==> config.mk <==
export PLATFORM = sky130hd
export DESIGN_NAME = reliable_message_sequencer_top
export DESIGN_NICKNAME = d
export VERILOG_FILES = /design/src/rms_pkg.sv /design/src/rms_mem.sv /design/src/rms_result.sv /design/src/reliable_message_sequencer_top.sv
export SDC_FILE = /design/constraint.sdc
export NUM_CORES = 2
export LEC_CHECK = 0
export BUFFER_PORTS_ARGS = -buffer_cell sky130_fd_sc_hd__clkbuf_2
export CAP_MARGIN = 10
export CORE_MARGIN = 8
export CORE_UTILIZATION = 35
export DETAILED_ROUTE_END_ITERATION = 10
export MAX_ROUTING_LAYER = met4
export RECOVER_POWER = 50
export SLEW_MARGIN = 20
export SYNTH_ARGS = -nofsm -noshare
export SYNTH_HDL_FRONTEND = slang
export SYNTH_HIERARCHICAL = 1
export SYNTH_SLANG_ARGS = --single-unit
export TNS_END_PERCENT = 1
==> constraint.sdc <==
create_clock -name i_clk -period 15.5 [get_ports i_clk]
set_input_delay 0.775 -clock i_clk [delete_from_list [all_inputs] [get_ports i_clk]]
set_output_delay 0.775 -clock i_clk [all_outputs]
set_load 0.01 [all_outputs]
==> src/rms_pkg.sv <==
// Shared types and constants for the reliable message sequencer.
package rms_pkg;

    localparam logic [1:0] KIND_SEND = 2'd0;
    localparam logic [1:0] KIND_RECV = 2'd1;
    localparam logic [1:0] KIND_ACK  = 2'd2;
    localparam logic [1:0] KIND_TICK = 2'd3;

    localparam logic [1:0] ACT_DATA    = 2'd0;
    localparam logic [1:0] ACT_ACK     = 2'd1;
    localparam logic [1:0] ACT_DELIVER = 2'd2;
    localparam logic [1:0] ACT_FULL    = 2'd3;

    localparam logic [31:0] RESEND_DELAY_RST = 32'd300;
    localparam int          MAX_RESULTS      = 32;
    localparam int          RES_CNT_W        = 6;

    typedef struct packed {
        logic [31:0] id;
        logic [25:0] rl;
        logic [31:0] stamp;
    } t_tx_entry;

    typedef struct packed {
        logic [31:0] id;
        logic [25:0] rl;
    } t_rx_entry;

    typedef struct packed {
        logic [1:0]  action;
        logic [31:0] id;
        logic [15:0] pref;
        logic [9:0]  len;
    } t_result;

    typedef struct packed {
        logic push;
        logic flush;
    } t_res_ctl;

endpackage

==> src/rms_mem.sv <==
// Single-port-write, single-port-read synchronous table with registered read data.
module rms_mem #(
    parameter int W     = 58,
    parameter int DEPTH = 16,
    parameter int AW    = 4
) (
    input  logic          i_clk,
    input  logic          i_we,
    input  logic [AW-1:0] i_waddr,
    input  logic [W-1:0]  i_wdata,
    input  logic [AW-1:0] i_raddr,
    output logic [W-1:0]  o_rdata
);

    logic [W-1:0] r_mem [DEPTH];
    logic [W-1:0] r_rdata;

    // write port
    always_ff @(posedge i_clk) begin
        if (i_we) begin
            r_mem[i_waddr] <= i_wdata;
        end
    end

    // read port, registered read data
    always_ff @(posedge i_clk) begin
        r_rdata <= r_mem[i_raddr];
    end

    assign o_rdata = r_rdata;

endmodule

==> src/rms_result.sv <==
// Result holding stage: delays each result by one so the final one can be marked last.
module rms_result (
    input  logic              i_clk,
    input  logic              i_rst_n,
    input  rms_pkg::t_res_ctl i_ctl,
    input  rms_pkg::t_result  i_res,
    output logic              o_valid,
    output logic [1:0]        o_action,
    output logic [31:0]       o_out_id,
    output logic [15:0]       o_out_ref,
    output logic [9:0]        o_out_len,
    output logic              o_last
);
    import rms_pkg::*;

    logic    r_pend;
    t_result r_hold;
    logic    r_valid;
    logic    r_last;
    t_result r_out;

    // pending flag and output strobe
    always_ff @(posedge i_clk) begin
        if (!i_rst_n) begin
            r_pend  <= 1'b0;
            r_valid <= 1'b0;
        end else begin
            r_valid <= r_pend && (i_ctl.push || i_ctl.flush);
            if (i_ctl.push) begin
                r_pend <= 1'b1;
            end else if (i_ctl.flush) begin
                r_pend <= 1'b0;
            end
        end
    end

    // payload
    always_ff @(posedge i_clk) begin
        if (i_ctl.push || i_ctl.flush) begin
            r_out  <= r_hold;
            r_last <= !i_ctl.push;
        end
        if (i_ctl.push) begin
            r_hold <= i_res;
        end
    end

    assign o_valid   = r_valid;
    assign o_action  = r_out.action;
    assign o_out_id  = r_out.id;
    assign o_out_ref = r_out.pref;
    assign o_out_len = r_out.len;
    assign o_last    = r_last;

endmodule

==> src/reliable_message_sequencer_top.sv <==
// Reliable message sequencer: sequencer over transmit and receive tables.
// One event at a time; busy is high from the accepting edge until the event is finished.
// Send writes the transmit table; receive and ack search the receive and transmit tables;
// tick rescans the receive table after each delivery, then scans the transmit table, one read per step.
// A result is held until the next one is found or the event ends, then strobed once.
// Synchronous active-low reset empties both tables and sets resend_delay to 300.
module reliable_message_sequencer_top #(
    parameter int TX_DEPTH = 16,
    parameter int RX_DEPTH = 16
) (
    input  logic        i_clk,
    input  logic        i_rst_n,
    input  logic        start,
    output logic        busy,
    input  logic [1:0]  i_kind,
    input  logic [31:0] i_now,
    input  logic [31:0] i_msg_id,
    input  logic [15:0] i_payload_ref,
    input  logic [9:0]  i_payload_len,
    output logic        o_valid,
    output logic [1:0]  o_action,
    output logic [31:0] o_out_id,
    output logic [15:0] o_out_ref,
    output logic [9:0]  o_out_len,
    output logic        o_last,
    input  logic        psel,
    input  logic        penable,
    input  logic        pwrite,
    input  logic [2:0]  paddr,
    input  logic [31:0] pwdata,
    output logic [31:0] prdata,
    output logic        pready
);
    import rms_pkg::*;

    localparam int MAXD = (TX_DEPTH > RX_DEPTH) ? TX_DEPTH : RX_DEPTH;
    localparam int CW   = $clog2(MAXD + 1);
    localparam int TAW  = (TX_DEPTH > 1) ? $clog2(TX_DEPTH) : 1;
    localparam int RAW  = (RX_DEPTH > 1) ? $clog2(RX_DEPTH) : 1;
    localparam int TXW  = $bits(t_tx_entry);
    localparam int RXW  = $bits(t_rx_entry);

    localparam logic [3:0] S_IDLE  = 4'd0;
    localparam logic [3:0] S_DISP  = 4'd1;
    localparam logic [3:0] S_RXCHK = 4'd2;
    localparam logic [3:0] S_RXCMP = 4'd3;
    localparam logic [3:0] S_TXCHK = 4'd4;
    localparam logic [3:0] S_TXCMP = 4'd5;
    localparam logic [3:0] S_TXMOV = 4'd6;
    localparam logic [3:0] S_DLCHK = 4'd7;
    localparam logic [3:0] S_DLCMP = 4'd8;
    localparam logic [3:0] S_DLMOV = 4'd9;
    localparam logic [3:0] S_RTCHK = 4'd10;
    localparam logic [3:0] S_RTCMP = 4'd11;
    localparam logic [3:0] S_DONE  = 4'd12;

    logic [3:0]           r_state, n_state;
    logic [CW-1:0]        r_idx, n_idx;
    logic [CW-1:0]        r_tx_count, n_tx_count;
    logic [CW-1:0]        r_rx_count, n_rx_count;
    logic [31:0]          r_next_send, n_next_send;
    logic [31:0]          r_next_dlv, n_next_dlv;
    logic [RES_CNT_W-1:0] r_nres, n_nres;
    logic [31:0]          r_delay;

    // latched event
    logic [1:0]  r_kind;
    logic [31:0] r_now;
    logic [31:0] r_id;
    logic [25:0] r_rl;

    logic            tx_we, rx_we;
    logic [TAW-1:0]  tx_waddr, tx_raddr;
    logic [RAW-1:0]  rx_waddr, rx_raddr;
    t_tx_entry       tx_wdata, tx_rdata;
    t_rx_entry       rx_wdata, rx_rdata;
    logic [TXW-1:0]  tx_rbits;
    logic [RXW-1:0]  rx_rbits;
    logic [CW-1:0]   tx_lastslot, rx_lastslot;
    logic [31:0]     age;
    logic            res_room;

    t_res_ctl res_ctl;
    t_result  res;

    assign tx_rdata    = t_tx_entry'(tx_rbits);
    assign rx_rdata    = t_rx_entry'(rx_rbits);
    assign tx_lastslot = r_tx_count - 1'b1;
    assign rx_lastslot = r_rx_count - 1'b1;
    assign age         = r_now - tx_rdata.stamp;
    assign res_room    = r_nres < RES_CNT_W'(MAX_RESULTS);
    assign busy        = (r_state != S_IDLE);

    // configuration port
    assign pready = 1'b1;
    assign prdata = (paddr == 3'd0) ? r_delay : 32'd0;

    always_ff @(posedge i_clk) begin
        if (!i_rst_n) begin
            r_delay <= RESEND_DELAY_RST;
        end else if (psel && penable && pwrite && (paddr == 3'd0)) begin
            r_delay <= pwdata;
        end
    end

    // event capture
    always_ff @(posedge i_clk) begin
        if (start && !busy) begin
            r_kind <= i_kind;
            r_now  <= i_now;
            r_id   <= i_msg_id;
            r_rl   <= {i_payload_ref, i_payload_len};
        end
    end

    // control registers
    always_ff @(posedge i_clk) begin
        if (!i_rst_n) begin
            r_state     <= S_IDLE;
            r_idx       <= '0;
            r_tx_count  <= '0;
            r_rx_count  <= '0;
            r_next_send <= '0;
            r_next_dlv  <= '0;
            r_nres      <= '0;
        end else begin
            r_state     <= n_state;
            r_idx       <= n_idx;
            r_tx_count  <= n_tx_count;
            r_rx_count  <= n_rx_count;
            r_next_send <= n_next_send;
            r_next_dlv  <= n_next_dlv;
            r_nres      <= n_nres;
        end
    end

    // sequencer
    always_comb begin
        n_state     = r_state;
        n_idx       = r_idx;
        n_tx_count  = r_tx_count;
        n_rx_count  = r_rx_count;
        n_next_send = r_next_send;
        n_next_dlv  = r_next_dlv;
        n_nres      = r_nres;
        tx_we       = 1'b0;
        rx_we       = 1'b0;
        tx_waddr    = r_idx[TAW-1:0];
        rx_waddr    = r_idx[RAW-1:0];
        tx_raddr    = r_idx[TAW-1:0];
        rx_raddr    = r_idx[RAW-1:0];
        tx_wdata    = tx_rdata;
        rx_wdata    = rx_rdata;
        res_ctl     = '0;
        res         = '0;

        unique case (r_state)
            S_IDLE: begin
                if (start) begin
                    n_state = S_DISP;
                end
            end
            S_DISP: begin
                n_idx  = '0;
                n_nres = '0;
                unique case (r_kind)
                    KIND_SEND: begin
                        res_ctl.push = 1'b1;
                        res.id       = r_next_send;
                        res.pref     = r_rl[25:10];
                        res.len      = r_rl[9:0];
                        if (r_tx_count >= CW'(TX_DEPTH)) begin
                            res.action = ACT_FULL;
                        end else begin
                            res.action     = ACT_DATA;
                            tx_we          = 1'b1;
                            tx_waddr       = r_tx_count[TAW-1:0];
                            tx_wdata       = '{id: r_next_send, rl: r_rl, stamp: r_now};
                            n_tx_count     = r_tx_count + 1'b1;
                            n_next_send    = r_next_send + 32'd1;
                        end
                        n_state = S_DONE;
                    end
                    KIND_RECV: begin
                        res_ctl.push = 1'b1;
                        res.action   = ACT_ACK;
                        res.id       = r_id;
                        n_state      = (r_id < r_next_dlv) ? S_DONE : S_RXCHK;
                    end
                    KIND_ACK: begin
                        n_state = S_TXCHK;
                    end
                    default: begin
                        n_state = S_DLCHK;
                    end
                endcase
            end
            // duplicate search in the receive table
            S_RXCHK: begin
                if (r_idx < r_rx_count) begin
                    n_state = S_RXCMP;
                end else begin
                    if (r_rx_count >= CW'(RX_DEPTH)) begin
                        res_ctl.push = 1'b1;
                        res.action   = ACT_FULL;
                        res.id       = r_id;
                        res.pref     = r_rl[25:10];
                        res.len      = r_rl[9:0];
                    end else begin
                        rx_we      = 1'b1;
                        rx_waddr   = r_rx_count[RAW-1:0];
                        rx_wdata   = '{id: r_id, rl: r_rl};
                        n_rx_count = r_rx_count + 1'b1;
                    end
                    n_state = S_DONE;
                end
            end
            S_RXCMP: begin
                if (rx_rdata.id == r_id) begin
                    n_state = S_DONE;
                end else begin
                    n_idx   = r_idx + 1'b1;
                    n_state = S_RXCHK;
                end
            end
            // ack: find the entry, then move the last slot into it
            S_TXCHK: begin
                n_state = (r_idx < r_tx_count) ? S_TXCMP : S_DONE;
            end
            S_TXCMP: begin
                if (tx_rdata.id == r_id) begin
                    tx_raddr = tx_lastslot[TAW-1:0];
                    n_state  = S_TXMOV;
                end else begin
                    n_idx   = r_idx + 1'b1;
                    n_state = S_TXCHK;
                end
            end
            S_TXMOV: begin
                tx_we      = 1'b1;
                n_tx_count = tx_lastslot;
                n_state    = S_DONE;
            end
            // tick: in-order delivery
            S_DLCHK: begin
                if (!res_room || !(r_idx < r_rx_count)) begin
                    n_idx   = '0;
                    n_state = S_RTCHK;
                end else begin
                    n_state = S_DLCMP;
                end
            end
            S_DLCMP: begin
                if (rx_rdata.id == r_next_dlv) begin
                    res_ctl.push = 1'b1;
                    res.action   = ACT_DELIVER;
                    res.id       = rx_rdata.id;
                    res.pref     = rx_rdata.rl[25:10];
                    res.len      = rx_rdata.rl[9:0];
                    n_nres       = r_nres + 1'b1;
                    rx_raddr     = rx_lastslot[RAW-1:0];
                    n_state      = S_DLMOV;
                end else begin
                    n_idx   = r_idx + 1'b1;
                    n_state = S_DLCHK;
                end
            end
            S_DLMOV: begin
                rx_we      = 1'b1;
                n_rx_count = rx_lastslot;
                n_next_dlv = r_next_dlv + 32'd1;
                n_idx      = '0;
                n_state    = S_DLCHK;
            end
            // tick: retransmit aged entries
            S_RTCHK: begin
                n_state = (res_room && (r_idx < r_tx_count)) ? S_RTCMP : S_DONE;
            end
            S_RTCMP: begin
                if (age >= r_delay) begin
                    res_ctl.push = 1'b1;
                    res.action   = ACT_DATA;
                    res.id       = tx_rdata.id;
                    res.pref     = tx_rdata.rl[25:10];
                    res.len      = tx_rdata.rl[9:0];
                    n_nres       = r_nres + 1'b1;
                    tx_we        = 1'b1;
                    tx_wdata     = '{id: tx_rdata.id, rl: tx_rdata.rl, stamp: r_now};
                end
                n_idx   = r_idx + 1'b1;
                n_state = S_RTCHK;
            end
            S_DONE: begin
                res_ctl.flush = 1'b1;
                n_state       = S_IDLE;
            end
            default: begin
                n_state = S_IDLE;
            end
        endcase
    end

    rms_mem #(.W(TXW), .DEPTH(TX_DEPTH), .AW(TAW)) u_tx_mem (
        .i_clk   (i_clk),
        .i_we    (tx_we),
        .i_waddr (tx_waddr),
        .i_wdata (tx_wdata),
        .i_raddr (tx_raddr),
        .o_rdata (tx_rbits)
    );

    rms_mem #(.W(RXW), .DEPTH(RX_DEPTH), .AW(RAW)) u_rx_mem (
        .i_clk   (i_clk),
        .i_we    (rx_we),
        .i_waddr (rx_waddr),
        .i_wdata (rx_wdata),
        .i_raddr (rx_raddr),
        .o_rdata (rx_rbits)
    );

    rms_result u_result (
        .i_clk     (i_clk),
        .i_rst_n   (i_rst_n),
        .i_ctl     (res_ctl),
        .i_res     (res),
        .o_valid   (o_valid),
        .o_action  (o_action),
        .o_out_id  (o_out_id),
        .o_out_ref (o_out_ref),
        .o_out_len (o_out_len),
        .o_last    (o_last)
    );

endmodule
Word-level counts from Yosys, hierarchy flattened. Memory sizes are Yosys's and may differ from the RTL's. A register that Yosys moved wholly into a read port is not among the register bits. Cells that the tools add are included.

Bitwise logic cells: 1. Equality and inequality tests: 28. Reduce and logical (&&, ||, !) cells: 28. Muxes and demuxes: 70. $add $sub $neg: 9. Order comparisons: 7.

Operators with widths (count): one-hot mux 60 bit (4 select lines) (1); two-way mux 58 bit (4); two-way mux 60 bit (3); two-way mux 90 bit (2); one-hot mux 90 bit (2 select lines) (1); equality test 32 bit (3); one-hot mux 34 bit (2 select lines) (1); adder 32 x 1 -> 32 bit, second input constant (2); two-way mux 32 bit (2); two-way mux 4 bit (16); one-hot mux 4 bit (12 select lines) (1); two-way mux 5 bit (8); greater-or-equal comparator 32 bit (1); < comparator 32 bit (1); subtractor 32 bit (1); one-hot mux 5 bit (6 select lines) (1); two-way mux 26 bit (1); equality test 4 bit, second input constant (5); inequality test 2 bit, second input constant (10); one-hot mux 5 bit (2 select lines) (2); one-hot mux 6 bit (3 select lines) (1); equality test 4 x 3 -> 1 bit, second input constant (4); two-way mux 1 bit (16); adder 5 x 1 -> 5 bit, second input constant (3); other kinds (31) (53).

Output and inout bits: 96. Bits in registers: 336. Input port bits: 133. Bits in writable memories: 2368. Word-level logic and storage cells: 168. Memories kept: 2.

Memory list: u_tx_mem.r_mem (words 16, width 90, rd ports 1, clocked after Yosys merged registers in 1, write ports 1, RTL line rms_mem.sv:15) `logic [W-1:0] r_mem [DEPTH];`; u_rx_mem.r_mem (words 16, width 58, rd ports 1, clocked after Yosys merged registers in 1, write ports 1, RTL line rms_mem.sv:15).

Logic depth before layout (Yosys ltp).
Depth in word-level cells: 6. Gate-level depth with buffers: 25. Gate-level depth less buffers: 24.

By module. The synthesis kept the hierarchy.

By module, submodules not included: rms_mem at u_tx_mem (instances 1, area an instance 55583.3 µm², cells an instance 2306, sequential area each 45043.2 µm²); rms_mem at u_rx_mem (instances 1, area an instance 35895.7 µm², cells an instance 1496, sequential area each 29027.8 µm²); reliable_message_sequencer_top (instances 1, area an instance 16011.6 µm², cells an instance 1767, sequential area each 5185.0 µm²); rms_result (instances 1, area an instance 3703.6 µm², cells an instance 128, sequential area each 3673.5 µm²).

Least setup slack after synthesis. No wires, ideal clock.

Kind: flip-flop to flip-flop. Start: register r_now[0]. End: memory u_tx_mem/r_mem[0][0] (netlist bit), enable pin. Setup slack: 4217 ps. Arrival time: 10634 ps. Period minus slack after synthesis: 11283 ps. Buffers on the path: 0. Stages on the path, launching flop included: 23. Data required time: 14851 ps. Library setup time: 649 ps. Cell sequence: edfxtp_1 > inv_1 > ha_1 > inv_1 > fa_1 > a21oi_1 > o211ai_1 > a21oi_1 > a21oi_1 > o21ai_0 > a21oi_1 > a21oi_1 > o21ai_0 > xor2_1 > ha_1 > nand4_1 > nor2_1 > nand3_1 > o21ai_0 > nor3b_1 > or3_1 > or3b_2 > nor3_1.

Word-level cells in the longest chain between the ends: 6.

Ends and longest elaborated chain: start: declaration (RTL line reliable_message_sequencer_top.sv:68) `logic [31:0] r_now;`; start signal: assignment (RTL line reliable_message_sequencer_top.sv:110) `r_now <= i_now;`; subtractor 32 bit (RTL line reliable_message_sequencer_top.sv:90) `assign age = r_now - tx_rdata.stamp;`; greater-or-equal comparator 32 bit (RTL line reliable_message_sequencer_top.sv:280) `if (age >= r_delay) begin`; two-way mux 1 bit (RTL line reliable_message_sequencer_top.sv:280); one-hot mux 1 bit (3 select lines) (RTL line reliable_message_sequencer_top.sv:157) `unique case (r_state)`; named net tx_we (RTL line reliable_message_sequencer_top.sv:72) `logic tx_we, rx_we;`; two-way mux 1 bit (RTL line rms_mem.sv:20) `if (i_we) begin`; two-way mux 1 bit (not written as such) (RTL line rms_mem.sv:21) `r_mem[i_waddr] <= i_wdata;`; end: declaration (RTL line rms_mem.sv:15).

The timed path passes the listed nets, and every way through them passes these cells.

Worst setup path in the final report.
Start: register r_rx_count[1]. End: memory u_rx_mem.r_mem[28][34], in the netlist u_rx_mem/r_mem[14][34], enable pin.

Elaborated cells between the ends (all ways): 10. Classes of those cells: order compare: 2; mux: 8.

RTL lines: start: declaration (RTL line reliable_message_sequencer_top.sv:60) `logic [CW-1:0] r_rx_count, n_rx_count;`; start signal: assignment (RTL line reliable_message_sequencer_top.sv:130) `r_rx_count <= n_rx_count;`; greater-or-equal comparator 5 bit (RTL line reliable_message_sequencer_top.sv:203) `if (r_rx_count >= CW'(RX_DEPTH)) begin`; two-way mux 4 bit (RTL line reliable_message_sequencer_top.sv:203); two-way mux 4 bit (*) (RTL line reliable_message_sequencer_top.sv:200) `if (r_idx < r_rx_count) begin`; two-way mux 4 bit (*) (RTL line reliable_message_sequencer_top.sv:157); named net rx_waddr[0] (RTL line reliable_message_sequencer_top.sv:74) `logic [RAW-1:0] rx_waddr, rx_raddr;`; end: declaration (RTL line rms_mem.sv:15).

Mark *: on every way through the listed nets, which the timed path passes. The rest lies on a longest branch.

==> metrics.txt <==
DRC Markers 1; fin area 127000 um2; Setup-failing EPs final 0; Max-Cap Viols 24; Hold Startpoint i_msg_id[7]; CTS root buf clkbuf_16; CTS Buf Count 300; Final Power 22800 uW; drt wl/cell 27.3 um; initial antenna violation count 23; gr usage total 16.8%; vias in the first global route 57900; RR Startpoint r_rx_count[1]; fmax 89.4 MHz; layout net count 6309; postcts setup bufs 0; crit-path max cell delay 2930 ps; Syn Inst Count 5697; Clk pin slew, worst setup/hold paths 60 ps; core area 317000 um2; placed cell area 118000 um2; Startpoint Class flip-flop; worst-path cell chain inv_1, ha_1, a21o_1, a21o_1, a21o_1, a21oi_1, nor3_2, clkbuf_1, clkbuf_1, o21ai_0, nand2b_1, nor2_4, clkbuf_1, buf_4; Post-synth EDFFs 2581; Synth Cell Area 111000 um2; flops & latches, synth 2852; clk sinks 2852; most frequent cells in the layout edfxtp_1 (2581), mux4_2 (592), nand2_1 (339), clkbuf_16 (304), a22oi_1 (298); post-synth cell types 76; initial DRC count 6193; routability cong. 0.846; Critical Path Sink Type flip-flop; Seq. cell area 82900 um2; largest net degree at the start of global routing 139; die area 336000 um2; area occupied by multi-input gates 26800 um2; Slew HR -168%; # H-tree levels 5; via/cell ratio 5.42; final std cells w/o fill 10500; layout cells sized above 1 21.1%; Routed WL 286000 um; Post-Route Skew 71.7 ps; Pre-antenna DRT Iters 11; Final Hold Violating Endpoints 0; Area growth, synth to finish 14.2%; Fill cells 28100; initial cell density of the core 35.1%; critical path's top delay family buffers and inverters; slew at the pin closest to its max-slew limit 4030 ps; Buf/Inv on CP 5; die width 580 um; PwrDens 180 nW/um2; crit-path max FO 47; # rows 207; CTS Buffer Depth 4; Top Ports 229; CTS tree done; VDD IR-drop max 0.000141 V; kind of critical path flip-flop to flip-flop; Synth area leader edfxtp_1; Main synth FF type edfxtp_1; Req. time, crit path 15950 ps; post_cts resized 0; post-cts hold buffer count 0; static leakage 0.0397 uW; sequential-to-total area share from yosys stat 74.6%; Die Ht 580 um; failing checks design-rule violations, max-capacitance violations, max-slew violations; outcome finished, violations left; hold_ws 89.0 ps; global-route wire length before repair 413000 um; syn avg cell area 19.5 um2; Mapped Nets 5941; largest cells by area after synthesis edfxtp_1 (70%), mux4_2 (12%), dfxtp_1 (4.9%); dpl cells 9941; CP Launch Point r_rx_count[1]; Worst Path Arrival 11630 ps; Final HPWL DP 165000 um; period utilization 72.1%; Detail Route Antenna Nets 0; commonest non-fill, non-tap cell in the layout edfxtp_1; min cycle time layout 11180 ps; final-report max-slew violation count 709; I/O Buffers 227; worst-path cell with the longest stage delay clkbuf_1; Clock Latency Late Sink 850 ps; Worst Hold Class input pin to flip-flop; Syn. warnings 6; unrepaired setup endpoints after global routing false; Yosys top cell area share 69.7%; FFs w/ async S/R, synth 0%; Overflow after GRT 0; via count 56900; setup TNS 0 ps
-- registers in the layout (all words and copies together), names as in the netlist, 4 cells and up --
name and cells:
u_tx_mem/r_mem 1440, u_rx_mem/r_mem 928, u_tx_mem/o_rdata 90, u_result/r_hold 60, u_rx_mem/o_rdata 58, r_delay 32, r_id 32, r_next_dlv 32
r_next_send 32, r_now 32, u_result/o_out_id 32, r_rl 26, u_result/o_out_ref 16, u_result/o_out_len 10, r_nres 6, r_idx 5
r_rx_count 5, r_tx_count 5, r_state 4
-- per-layer routing --
metal	track usage, %	part of all wire [%]	vias to the layer above
met3	2.45	7.1	447
li1	-	-	23900
met5	-	0	-
met2	26.4	47	2229
met4	3.66	2.2	0
met1	23.5	44	30300
-- cells by family (layout without fill, tap and decap cells) --
logic type,count (synthesis),count (layout),share of synthesized area (%)
buf+inv,400,1009,1.63
simple gates,769,769,3.35
fa+ha+maj,111,111,1.26
compound gates,627,627,4.13
flops,2852,2852,74.6
other cells,1,8,0.00337
mux,748,748,13.6
xor+xnor,189,189,1.49
-- worst reg2reg max path, cell delays in order (launching register included) --
cell      delay (ps)
dfxtp_1          390
inv_1            100
ha_1             280
a21o_1           110
a21o_1           110
a21o_1           140
a21oi_1          130
nor3_2           170
clkbuf_1        1430
clkbuf_1        2940
o21ai_0         1200
nand2b_1         520
nor2_4           150
clkbuf_1        2300
buf_4            840
-- cells in the mapped netlist (47+ instances only) --
library cell     n
nand2_1        339
and2_1          96
edfxtp_1      2581
xnor2_1        129
a22oi_1        298
a21oi_1         74
nor2_1          84
xor2_1          60
clkbuf_1       152
inv_1          122
ha_1           110
dfxtp_1        271
buf_2           47
mux2_2         150
mux4_2         592
-- per-stage QoR --
stage                     util [%]  setup WS, ps
after CTS                     40.1          6870
final                         40.1          4320
after detailed placement      37.1          6910
after global placement        37.1          6710
after floorplan                  -          4220
after global routing          40.1          3890
-- power by group --
group / leakage (uW) / internal, uW / switching [uW] / total [uW]
logic: 0.00949 / 2000 / 3140 / 5140
registers: 0.0255 / 10000 / 592 / 10600
clock network: 0.00472 / 4120 / 2980 / 7100
total: 0.0397 / 16100 / 6710 / 22800
-- final timing paths --
check                                         endpoint  slack, ps  depth (start not counted)
worst max-delay path            u_rx_mem/r_mem[14][34]       4320                         14
worst min-delay path                           r_id[7]         90                          1
worst max register to register  u_rx_mem/r_mem[14][34]       4320                         14
worst min register to register   u_result/o_out_id[15]        380                          0
-- cell type report --
| cell class | instances | share of cell area (%) |
|---|---|---|
| Multi-Input combinational cell | 2445 | 21.1 |
| Timing Repair Buffer | 344 | 1.47 |
| Sequential cell | 2852 | 65.3 |
| Tap cell | 4180 | 4.12 |
| Antenna cell | 7 | 0.0138 |
| Inverter | 122 | 0.361 |
| Clock buffer | 375 | 6.35 |
| Clock inverter | 168 | 1.31 |
Power figures use the tool's default switching activity.
